### src/design/lcfm_pkg.sv
// Types and constants shared by the level-crossing frequency meter.
// Depends on nothing.
package lcfm_pkg;

   typedef enum logic [2:0] {
      ST_IDLE,
      ST_SCALE,
      ST_FINISH,
      ST_DIV_AVG,
      ST_DIV_FREQ,
      ST_EMIT
   } lcfm_state_type;

   localparam int CSR_INDEX_W = 2;
   localparam int CSR_DATA_W  = 16;

   localparam logic [CSR_INDEX_W-1:0] REG_CROSSING_LEVEL   = 2'd0;
   localparam logic [CSR_INDEX_W-1:0] REG_FULL_SCALE       = 2'd1;
   localparam logic [CSR_INDEX_W-1:0] REG_SAMPLE_PERIOD_US = 2'd2;
   localparam logic [CSR_INDEX_W-1:0] REG_PEAK_LEVEL       = 2'd3;

   localparam logic [7:0]  RST_CROSSING_LEVEL   = 8'd50;
   localparam logic [7:0]  RST_FULL_SCALE       = 8'd250;
   localparam logic [15:0] RST_SAMPLE_PERIOD_US = 16'd112;
   localparam logic [7:0]  RST_PEAK_LEVEL       = 8'd45;
   localparam logic [7:0]  RST_PREVIOUS_SCALED  = 8'd255;

   localparam int          ADC_W     = 10;
   localparam int          LEVEL_W   = 8;
   localparam int          PERIOD_W  = 16;
   localparam int          FREQ_W    = 20;
   localparam int          PAIRS_W   = 10;
   localparam logic [10:0] ADC_FULL  = 11'd1023;
   localparam int          FREQ_NUM  = 1000000;

endpackage

### src/design/lcfm_divider.sv
// Iterative restoring divider, one quotient bit per cycle.
// Depends on nothing outside this file.
module lcfm_divider #(
   parameter int W = 27
) (
   input  logic         clock,
   input  logic         reset,
   input  logic         start,
   input  logic [W-1:0] dividend,
   input  logic [W-1:0] divisor,
   output logic         done,
   output logic [W-1:0] quotient
);

   localparam int CW = $clog2(W + 1);

   logic [W-1:0]  rem_ff, rem_in;
   logic [W-1:0]  quo_ff, quo_in;
   logic [W-1:0]  den_ff, den_in;
   logic [CW-1:0] cnt_ff, cnt_in;
   logic          busy_ff, busy_in;
   logic          done_ff, done_in;
   logic [W:0]    shifted;
   logic [W:0]    diff;
   logic          ge;

   assign shifted = {rem_ff, quo_ff[W-1]};
   assign ge      = shifted >= {1'b0, den_ff};
   assign diff    = shifted - {1'b0, den_ff};

   always_comb begin
      rem_in  = rem_ff;
      quo_in  = quo_ff;
      den_in  = den_ff;
      cnt_in  = cnt_ff;
      busy_in = busy_ff;
      done_in = 1'b0;
      if (start) begin
         rem_in  = '0;
         quo_in  = dividend;
         den_in  = divisor;
         cnt_in  = CW'(W);
         busy_in = 1'b1;
      end else if (busy_ff) begin
         rem_in = ge ? diff[W-1:0] : shifted[W-1:0];
         quo_in = {quo_ff[W-2:0], ge};
         cnt_in = cnt_ff - 1'b1;
         if (cnt_ff == CW'(1)) begin
            busy_in = 1'b0;
            done_in = 1'b1;
         end
      end
   end

   always_ff @(posedge clock) begin
      if (reset) begin
         cnt_ff  <= '0;
         busy_ff <= 1'b0;
         done_ff <= 1'b0;
      end else begin
         cnt_ff  <= cnt_in;
         busy_ff <= busy_in;
         done_ff <= done_in;
      end
   end

   always_ff @(posedge clock) begin
      rem_ff <= rem_in;
      quo_ff <= quo_in;
      den_ff <= den_in;
   end

   assign done     = done_ff;
   assign quotient = quo_ff;

endmodule

### src/design/level_crossing_frequency_meter_core.sv
// Level-crossing frequency meter: per-sample scaling and crossing timing, then two
// iterative divides at window end. Depends on lcfm_pkg and lcfm_divider. Each sample
// is registered in ST_IDLE, then scaled and timed in ST_SCALE; no new sample is taken
// before that is done. At window end the shared divider finds the average period, then
// the frequency; both are skipped when no period is found. DIV_W is 27 by default,
// max(clog2(MAX_WINDOW+1)+16, 20). Synchronous reset restores register defaults.
module level_crossing_frequency_meter_core #(
   parameter int MAX_WINDOW = 1024
) (
   input  logic                                clock,
   input  logic                                reset,
   // req_tdata: [9:0] adc_sample, rest zero
   input  logic                                req_tvalid,
   output logic                                req_tready,
   input  logic [15:0]                         req_tdata,
   input  logic                                req_tlast,
   // rsp_tdata: [19:0] frequency_hz, [29:20] period_pairs, rest zero
   output logic                                rsp_tvalid,
   input  logic                                rsp_tready,
   output logic [31:0]                         rsp_tdata,
   // rsp_tuser: [0] peak_seen
   output logic                                rsp_tuser,
   input  logic                                csr_valid,
   output logic                                csr_ready,
   input  logic [lcfm_pkg::CSR_INDEX_W-1:0]    csr_index,
   input  logic [lcfm_pkg::CSR_DATA_W-1:0]     csr_data
);

   import lcfm_pkg::*;

   localparam int TW    = $clog2(MAX_WINDOW + 1);
   localparam int PW    = $clog2(MAX_WINDOW / 2 + 1);
   localparam int DIV_W = (TW + PERIOD_W > FREQ_W) ? TW + PERIOD_W : FREQ_W;

   lcfm_state_type state_ff, state_in;

   logic [LEVEL_W-1:0]  crossing_level_ff, full_scale_ff, peak_level_ff;
   logic [PERIOD_W-1:0] sample_period_ff;

   logic [ADC_W-1:0]    raw_ff, raw_in;
   logic                last_ff, last_in;

   logic                phase_ff, phase_in;
   logic [LEVEL_W-1:0]  prev_ff, prev_in;
   logic [TW-1:0]       period_cnt_ff, period_cnt_in;
   logic [TW-1:0]       total_ff, total_in;
   logic [PW-1:0]       pairs_ff, pairs_in;
   logic                peak_ff, peak_in;
   logic [TW-1:0]       fill_ff, fill_in;

   logic [FREQ_W-1:0]   freq_ff, freq_in;
   logic                rsp_valid_ff, rsp_valid_in;
   logic [31:0]         rsp_data_ff, rsp_data_in;
   logic                rsp_user_ff, rsp_user_in;

   logic [17:0]         product;
   logic [LEVEL_W-1:0]  q_est;
   logic [10:0]         q_rem;
   logic [LEVEL_W-1:0]  scaled;
   logic                crossing;
   logic [TW-1:0]       period_next;
   logic [PW+PAIRS_W-1:0] pairs_ext;

   logic                div_start;
   logic [DIV_W-1:0]    div_dividend, div_divisor, div_quotient;
   logic                div_done;

   lcfm_divider #(.W(DIV_W)) u_div (
      .clock    (clock),
      .reset    (reset),
      .start    (div_start),
      .dividend (div_dividend),
      .divisor  (div_divisor),
      .done     (div_done),
      .quotient (div_quotient)
   );

   assign product     = 18'(raw_ff) * 18'(full_scale_ff);
   assign q_est       = product[17:10];
   assign q_rem       = {1'b0, product[9:0]} + 11'(q_est);
   assign scaled      = (q_rem >= ADC_FULL) ? q_est + 1'b1 : q_est;
   assign crossing    = (prev_ff <= crossing_level_ff) && (scaled > crossing_level_ff);
   assign period_next = period_cnt_ff + 1'b1;
   assign pairs_ext   = {{PAIRS_W{1'b0}}, pairs_ff};

   always_comb begin
      state_in      = state_ff;
      raw_in        = raw_ff;
      last_in       = last_ff;
      phase_in      = phase_ff;
      prev_in       = prev_ff;
      period_cnt_in = period_cnt_ff;
      total_in      = total_ff;
      pairs_in      = pairs_ff;
      peak_in       = peak_ff;
      fill_in       = fill_ff;
      freq_in       = freq_ff;
      rsp_valid_in  = rsp_valid_ff;
      rsp_data_in   = rsp_data_ff;
      rsp_user_in   = rsp_user_ff;
      div_start     = 1'b0;
      div_dividend  = DIV_W'(total_ff) * DIV_W'(sample_period_ff);
      div_divisor   = DIV_W'(pairs_ff);

      if (rsp_valid_ff && rsp_tready)
         rsp_valid_in = 1'b0;

      case (state_ff)
         ST_IDLE: begin
            if (req_tvalid) begin
               raw_in   = req_tdata[ADC_W-1:0];
               last_in  = req_tlast;
               state_in = ST_SCALE;
            end
         end
         ST_SCALE: begin
            if (fill_ff < TW'(MAX_WINDOW)) begin
               fill_in = fill_ff + 1'b1;
               prev_in = scaled;
               if (scaled >= peak_level_ff)
                  peak_in = 1'b1;
               if (!phase_ff) begin
                  if (crossing) begin
                     phase_in      = 1'b1;
                     period_cnt_in = '0;
                  end
               end else begin
                  period_cnt_in = period_next;
                  if (crossing) begin
                     total_in      = total_ff + period_next;
                     pairs_in      = pairs_ff + 1'b1;
                     phase_in      = 1'b0;
                     period_cnt_in = '0;
                  end
               end
            end
            state_in = last_ff ? ST_FINISH : ST_IDLE;
         end
         ST_FINISH: begin
            if (total_ff == '0 || sample_period_ff == '0 || pairs_ff == '0) begin
               freq_in  = '0;
               state_in = ST_EMIT;
            end else begin
               div_start = 1'b1;
               state_in  = ST_DIV_AVG;
            end
         end
         ST_DIV_AVG: begin
            if (div_done) begin
               if (div_quotient == '0) begin
                  freq_in  = '0;
                  state_in = ST_EMIT;
               end else begin
                  div_start    = 1'b1;
                  div_dividend = DIV_W'(FREQ_NUM);
                  div_divisor  = div_quotient;
                  state_in     = ST_DIV_FREQ;
               end
            end
         end
         ST_DIV_FREQ: begin
            if (div_done) begin
               freq_in  = div_quotient[FREQ_W-1:0];
               state_in = ST_EMIT;
            end
         end
         ST_EMIT: begin
            if (!rsp_valid_ff || rsp_tready) begin
               rsp_valid_in  = 1'b1;
               rsp_data_in   = {2'b00, pairs_ext[PAIRS_W-1:0], freq_ff};
               rsp_user_in   = peak_ff;
               phase_in      = 1'b0;
               prev_in       = RST_PREVIOUS_SCALED;
               period_cnt_in = '0;
               total_in      = '0;
               pairs_in      = '0;
               peak_in       = 1'b0;
               fill_in       = '0;
               state_in      = ST_IDLE;
            end
         end
         default: begin
            state_in = ST_IDLE;
         end
      endcase
   end

   always_ff @(posedge clock) begin
      if (reset) begin
         state_ff      <= ST_IDLE;
         phase_ff      <= 1'b0;
         prev_ff       <= RST_PREVIOUS_SCALED;
         period_cnt_ff <= '0;
         total_ff      <= '0;
         pairs_ff      <= '0;
         peak_ff       <= 1'b0;
         fill_ff       <= '0;
         rsp_valid_ff  <= 1'b0;
      end else begin
         state_ff      <= state_in;
         phase_ff      <= phase_in;
         prev_ff       <= prev_in;
         period_cnt_ff <= period_cnt_in;
         total_ff      <= total_in;
         pairs_ff      <= pairs_in;
         peak_ff       <= peak_in;
         fill_ff       <= fill_in;
         rsp_valid_ff  <= rsp_valid_in;
      end
   end

   always_ff @(posedge clock) begin
      raw_ff      <= raw_in;
      last_ff     <= last_in;
      freq_ff     <= freq_in;
      rsp_data_ff <= rsp_data_in;
      rsp_user_ff <= rsp_user_in;
   end

   always_ff @(posedge clock) begin
      if (reset) begin
         crossing_level_ff <= RST_CROSSING_LEVEL;
         full_scale_ff     <= RST_FULL_SCALE;
         sample_period_ff  <= RST_SAMPLE_PERIOD_US;
         peak_level_ff     <= RST_PEAK_LEVEL;
      end else if (csr_valid) begin
         case (csr_index)
            REG_CROSSING_LEVEL:   crossing_level_ff <= csr_data[LEVEL_W-1:0];
            REG_FULL_SCALE:       full_scale_ff     <= csr_data[LEVEL_W-1:0];
            REG_SAMPLE_PERIOD_US: sample_period_ff  <= csr_data[PERIOD_W-1:0];
            REG_PEAK_LEVEL:       peak_level_ff     <= csr_data[LEVEL_W-1:0];
            default: begin
            end
         endcase
      end
   end

   assign req_tready = (state_ff == ST_IDLE);
   assign csr_ready  = 1'b1;
   assign rsp_tvalid = rsp_valid_ff;
   assign rsp_tdata  = rsp_data_ff;
   assign rsp_tuser  = rsp_user_ff;

endmodule

### config.mk
export PLATFORM = sky130hd
export DESIGN_NAME = level_crossing_frequency_meter_core
export DESIGN_NICKNAME = d
export VERILOG_FILES = /design/src/design/lcfm_pkg.sv /design/src/design/lcfm_divider.sv /design/src/design/level_crossing_frequency_meter_core.sv
export SDC_FILE = /design/constraint.sdc
export NUM_CORES = 1
export LEC_CHECK = 0
export BUFFER_PORTS_ARGS = -buffer_cell sky130_fd_sc_hd__buf_2
export CELL_PAD_IN_SITES_DETAIL_PLACEMENT = 0
export CELL_PAD_IN_SITES_GLOBAL_PLACEMENT = 1
export CORE_MARGIN = 2
export CORE_UTILIZATION = 45
export DETAILED_ROUTE_END_ITERATION = 16
export PLACE_DENSITY = 0.89
export SLEW_MARGIN = 20
export SYNTH_ARGS = -nofsm -noshare
export SYNTH_HDL_FRONTEND = slang
export SYNTH_SLANG_ARGS = --single-unit
### constraint.sdc
create_clock -name clock -period 8.4 [get_ports clock]
set_clock_uncertainty 0.05 [all_clocks]
set_input_delay 1.26 -clock clock [delete_from_list [all_inputs] [get_ports clock]]
set_output_delay 1.26 -clock clock [all_outputs]
set_load 0.03 [all_outputs]
Word level (Yosys, flattened, before mapping)
Cells that the tools add are included.

cells by class
  shift-type cells = 0
  divide/modulo/power cells = 0
  reductions and logical operators = 30
  mux-type cells = 65
  multiply operators = 2
  add/subtract/negate cells = 8
  $lt $le $gt $ge = 6
  bitwise operators = 3
  eq/ne operators = 20

operator list
  operator                 number
  $mux W27                 6
  $mux W11                 9
  $mux W20                 4
  $mux W10                 7
  $pmux W11 S2             3
  $pmux W20 S3             1
  $ge A28 B27 Y1           1
  $logic_not A27 Y1        1
  $mul A11 B16 Y27         1
  $sub A27 B27 Y27         1
  $mux W8                  3
  $add A11 B1 Y11 const B  2
  $pmux W10 S2             1
  $mul A10 B8 Y18          1
  $mux W1                  18
  $pmux W3 S6              1
  $logic_not A16 Y1        1
  $ne A2 B2 Y1 const B     8
  $pmux W8 S2              1
  $mux W3                  5
  $reduce_and A2 Y1        6
  $reduce_and A4 Y1        3
  $add A10 B8 Y11          1
  $add A11 B11 Y11         1
  other kinds (33)         48

storage, ports and cells
  RAM bits = 0
  output and inout port bits = 36
  bits in registers = 247
  latch bits = 0
  bits in read-only memories = 0
  bits of input ports = 40
  memories kept = 0

Logic depth before layout (Yosys ltp)
  depth in word-level cells = 10
  gate-level depth with buffers = 40

By module
From an unflattened synthesis, not the netlist that was laid out.

unflattened totals
  cell total of the unflattened synthesis = 2,281
  area total of the unflattened synthesis = 21,096.5 µm²

modules (own cells, without submodules)
  module                               cells each  times used  sequential area each (µm²)  area an instance (µm²)
  level_crossing_frequency_meter_core  1,790       1           3,803.6                     16,061.7
  lcfm_divider                         491         1           2,302.2                     5,034.8

Worst setup path before layout
Ideal clock, no wire load.

  path kind = flip-flop to flip-flop
  start = reg full_scale_ff[7]
  end = reg period_cnt_ff[2]
  path buffers = 2
  setup slack = -28 ps
  stages on the path, launching flop included = 37
  library setup time = 70 ps
  required time = 8,280 ps
  arrival = 8,308 ps
  path through = dfxtp_1 > clkbuf_1 > nand2_1 > fa_1 > fa_1 > inv_1 > fa_1 > inv_1 > fa_1 > inv_1 > ha_1 > a2111o_1 > o21bai_1 > a311o_1 > xor2_1 > ha_1 > or4_1 > o21ai_0 > a31oi_1 > xnor2_1 > o22ai_1 > and2_1 > clkbuf_1 > mux2_2 > ha_1 > nor2b_1 > o21ai_1 > nand2b_1 > a21oi_1 > o21ai_1 > nand3_1 > ha_1 > a21oi_2 > nand3_1 > a31oi_1 > nand3b_1 > a21oi_1

on the way
  longest elaborated chain between the ends = 10

ends and longest elaborated chain
  what                      RTL line                                    RTL
  start: declaration        level_crossing_frequency_meter_core.sv:37   logic [LEVEL_W-1:0] crossing_level_ff, full_scale_ff, peak_level_ff;
  start signal: assignment  level_crossing_frequency_meter_core.sv:229  REG_FULL_SCALE: full_scale_ff <= csr_data[LEVEL_W-1:0];
  $mul A10 B8 Y18 (*)       level_crossing_frequency_meter_core.sv:78   assign product = 18'(raw_ff) * 18'(full_scale_ff);
  $add A10 B8 Y11           level_crossing_frequency_meter_core.sv:80   assign q_rem = {1'b0, product[9:0]} + 11'(q_est);
  $ge A11 B10 Y1            level_crossing_frequency_meter_core.sv:81   assign scaled = (q_rem >= ADC_FULL) ? q_est + 1'b1 : q_est;
  $mux W8 (*)               level_crossing_frequency_meter_core.sv:81
  $gt A8 B8 Y1 (*)          level_crossing_frequency_meter_core.sv:82   assign crossing = (prev_ff <= crossing_level_ff) && (scaled > crossing_level_ff);
  $logic_and A1 B1 Y1 (*)   level_crossing_frequency_meter_core.sv:82
  $mux W11                  level_crossing_frequency_meter_core.sv:129  if (crossing) begin
  $mux W11                  level_crossing_frequency_meter_core.sv:122  if (!phase_ff) begin
  $mux W11                  level_crossing_frequency_meter_core.sv:117  if (fill_ff < TW'(MAX_WINDOW)) begin
  $pmux W11 S2              level_crossing_frequency_meter_core.sv:108  case (state_ff)
  end signal: assignment    level_crossing_frequency_meter_core.sv:203  period_cnt_ff <= period_cnt_in;
  end: declaration          level_crossing_frequency_meter_core.sv:45   logic [TW-1:0] period_cnt_ff, period_cnt_in;

Mark *: on every way between the ends. The rest lies on a longest branch, timed or not. The select of a mux whose other input is x is not followed.
A chain may end at the register's enable or synchronous reset.

Worst setup path after layout
  start = reg raw_ff[7]
  end = reg period_cnt_ff[4]

on the way
  longest elaborated chain between the ends = 10

ends and longest elaborated chain
  what                      RTL line                                    RTL
  start: declaration        level_crossing_frequency_meter_core.sv:40   logic [ADC_W-1:0] raw_ff, raw_in;
  start signal: assignment  level_crossing_frequency_meter_core.sv:213  raw_ff <= raw_in;
  $mul A10 B8 Y18 (*)       level_crossing_frequency_meter_core.sv:78
  $add A10 B8 Y11           level_crossing_frequency_meter_core.sv:80
  $ge A11 B10 Y1            level_crossing_frequency_meter_core.sv:81
  $mux W8 (*)               level_crossing_frequency_meter_core.sv:81
  $gt A8 B8 Y1 (*)          level_crossing_frequency_meter_core.sv:82
  $logic_and A1 B1 Y1 (*)   level_crossing_frequency_meter_core.sv:82
  $mux W11                  level_crossing_frequency_meter_core.sv:129
  $mux W11                  level_crossing_frequency_meter_core.sv:122
  $mux W11                  level_crossing_frequency_meter_core.sv:117
  $pmux W11 S2              level_crossing_frequency_meter_core.sv:108

Marks and branches as above.

==> impl_metrics.ini <==
[logic_synthesis]
synth_top_cells_by_count = 293 x nand2_1, 254 x inv_1, 180 x ha_1
synth_compound_area_share_pct = 11.66
synthArstFlopShare_pct = 0
synth_area_mm2 = 0.02079
synthMuxAreaShare_pct = 1.258
post-synth-top-count-cell = nand2_1
yosys.area.top_type_share_pct = 16.95
synth_area_per_cell_um2 = 9.142
synthXorXnorAreaFrac_pct = 4.087
synthesis.instances = 2274
ys_types = 71
synth_top_family_by_area = adder cells
synth_flop_cell = dfxtp_1
yosys.area.top_type = fa_1
synth-simple-area-share_pct = 19.19
synth_seq_area_share_pct = 29.37
synth_fa_ha_area_share_pct = 27.78
synth.area.top_cells = fa_1 17%, edfxtp_1 17%, dfxtp_1 13%
ys_seq_elements = 247
synth-edff-count = 116
ys_warn_count = 0

[global_routing]
antenna_found_initial = 0
grt_max_degree = 85
grt_pass1_wl_um = 81230
grt_use_total_pct = 20.61
grt-ovfl-total = 0
grt_pass1_vias = 16707

[sta]
grt_setup_unrepaired = yes
fin_crit_sh_pct = 98.61
timing.slew.headroom_pct = 33.03
clock.fmax_mhz = 120.7
hold_viol_final = 0
fin_crit_ns = 8.283
setup_viol = 0
worst_pin_slew_ns = 1.001
setup-tns-final_ns = 0
slew_violations = 0

[floorplanning]
rows = 78
dieArea_mm2 = 0.04793
die-width_um = 218.9
io_pins = 76
die_h_um = 218.9
start_util_pct = 45.71
fp.coreArea_mm2 = 0.04548

[clock_tree]
clock_sinks = 247
cts_buffer_depth = 3
clkTransAtPathRegs_ns = 0.06
numCtsBuffers = 29
ctsHoldBuffers = 0
clk-insertion-delay-late_ns = 0.57
cts_tree = built
cts_root_buf = clkbuf_16
htreeDepth = 1

[critical_path]
critPathCaptureType = register
r2r_cells = 35
r2r_slack_ns = 0.12
path_buf_inv = 6
slowest_stage = fa_1
cp.required_ns = 8.82
slowest_delay_ns = 0.53
critPathKind = register to register
critPathTopFamily = adder cells
worst_path_most_repeated_cell = fa_1
arrival_ns = 8.71
crit_fanout = 7
cp.depth = 35
startpoint_type = register

[min_path]
hp-class = register to register
hold_depth = 0

[placed_design]
dp_cells = 2885
gp_congestion = 0.8867
place_hpwl_um = 36550
io_buffers = 66

[drt]
wl_um = 48660
drc = 0
maxUsedRoutingLayer = met4
wl_met2_um = 23380
wl_met1_um = 22060
drt_iter0_markers = 1012
vias_per_cell = 5.452
final_antenna_net_count = 0
wl_per_cell_um = 16.40
dr_wl_met3_um = 2110
first_pass_iters = 5
vias = 16177

[power_and_ir_drop]
vdd_drop_max_mv = 0.4897
p_per_area_mw_per_mm2 = 337.4
p_leak_nw = 10.53
p_total_w = 0.007872

[final_layout]
nFillCells = 4204
finalNetCount = 2740
drive_gt1_share_pct = 11.32
area_delta_synth_final_pct = 12.24
finalNonFillerCells = 2967
n_antenna_cell = 0

[status]
status = finished clean

[job]
cap_violations = 0
## what timing repair did
item                       CTS  global route
cloned                       1             0
gates resized for setup     15            52
buffers inserted            10            17
pin swaps                   11            46
setup endpoints to repair   25            34
## cells in the final DEF, fill, tap and decap left out, types with 66 or more instances in the layout
cell type	synthesis	final
ha_1	180	170
buf_4	3	73
edfxtp_1	116	116
and2_1	172	159
nand2_1	293	291
dfxtp_1	131	127
fa_1	176	174
inv_1	254	252
o21ai_0	85	82
nor2_1	92	89
buf_2	3	66
a21oi_1	134	129
## metal layers
metal  global-route usage, %  vias to the layer above
met2                   35.53                      378
met1                   27.32                     7933
li1                        -                     7788
met3                   2.356                       78
met5                       0                        -
met4                   5.878                        0
## registers in the layout, indices dropped and copies added (netlist names), 3 cells and up
register and count:
full_scale_ff 8, freq_ff 20, prev_ff 8, rsp_tdata 30, raw_ff 10, u_div.rem_ff 27, u_div.quotient 27, u_div.cnt_ff 5
crossing_level_ff 8, state_ff 3, fill_ff 11, pairs_ff 10, u_div.den_ff 27, peak_level_ff 8, period_cnt_ff 11, sample_period_ff 16
total_ff 11
## kinds of logic after synthesis
logic type,Yosys count
flip-flops,247
other,2
AO/OA/AOI/OAI,389
multiplexers,26
adder cells (fa/ha/maj),356
XOR/XNOR,97
buffers and inverters,360
AND/OR/NAND/NOR,797
## worst paths after layout
check,to,start
max,period_cnt_ff[4],raw_ff[7]
min,rsp_tdata[14],freq_ff[14]
max reg2reg,period_cnt_ff[4],raw_ff[7]
min reg2reg,rsp_tdata[14],freq_ff[14]
## layout make-up
| type | count | area, um^2 | share of cell area, % |
|---|---|---|---|
| inverter | 254 | 953.4 | 4.086 |
| clock buffer | 42 | 867.1 | 3.716 |
| clock inverter | 12 | 101.3 | 0.4343 |
| timing repair buffer | 143 | 923.4 | 3.957 |
| multi-input combinational | 1669 | 13630 | 58.40 |
| tap | 600 | 750.7 | 3.217 |
| sequential | 247 | 6111 | 26.19 |
## metrics by stage
| step | setup WS (ns) | instance area, um^2 | hold slack (ns) | util (%) |
|---|---|---|---|---|
| 2_1_floorplan | 0.07923 | 20790 | 0.3503 | - |
| 3_3_place_gp | -0.2051 | 21840 | 0.3535 | 48.03 |
| 3_5_place_dp | -0.3212 | 21840 | 0.3554 | 48.03 |
| 4_1_cts | -0.0009628 | 22950 | 0.3706 | 50.47 |
| 5_1_grt | -0.2401 | 23330 | 0.3738 | 51.31 |
| 6_report | 0.1165 | 23330 | 0.3681 | 51.31 |
## worst register-to-register path, delay by kind of cell (launching register included)
kind	cells	cell delay [ns]
AND/OR/NAND/NOR	8	1.75
AO/OA/AOI/OAI	11	2.31
adder cells (fa/ha/maj)	8	2.65
buffers and inverters	6	0.70
XOR/XNOR	2	0.30
flip-flops	1	0.44
## report_power, final
group          internal [W]  switching (W)
clock              0.000748       0.000516
combinational       0.00256        0.00261
sequential          0.00135      0.0000898
total               0.00466        0.00321
Power figures use the tool's default switching activity.
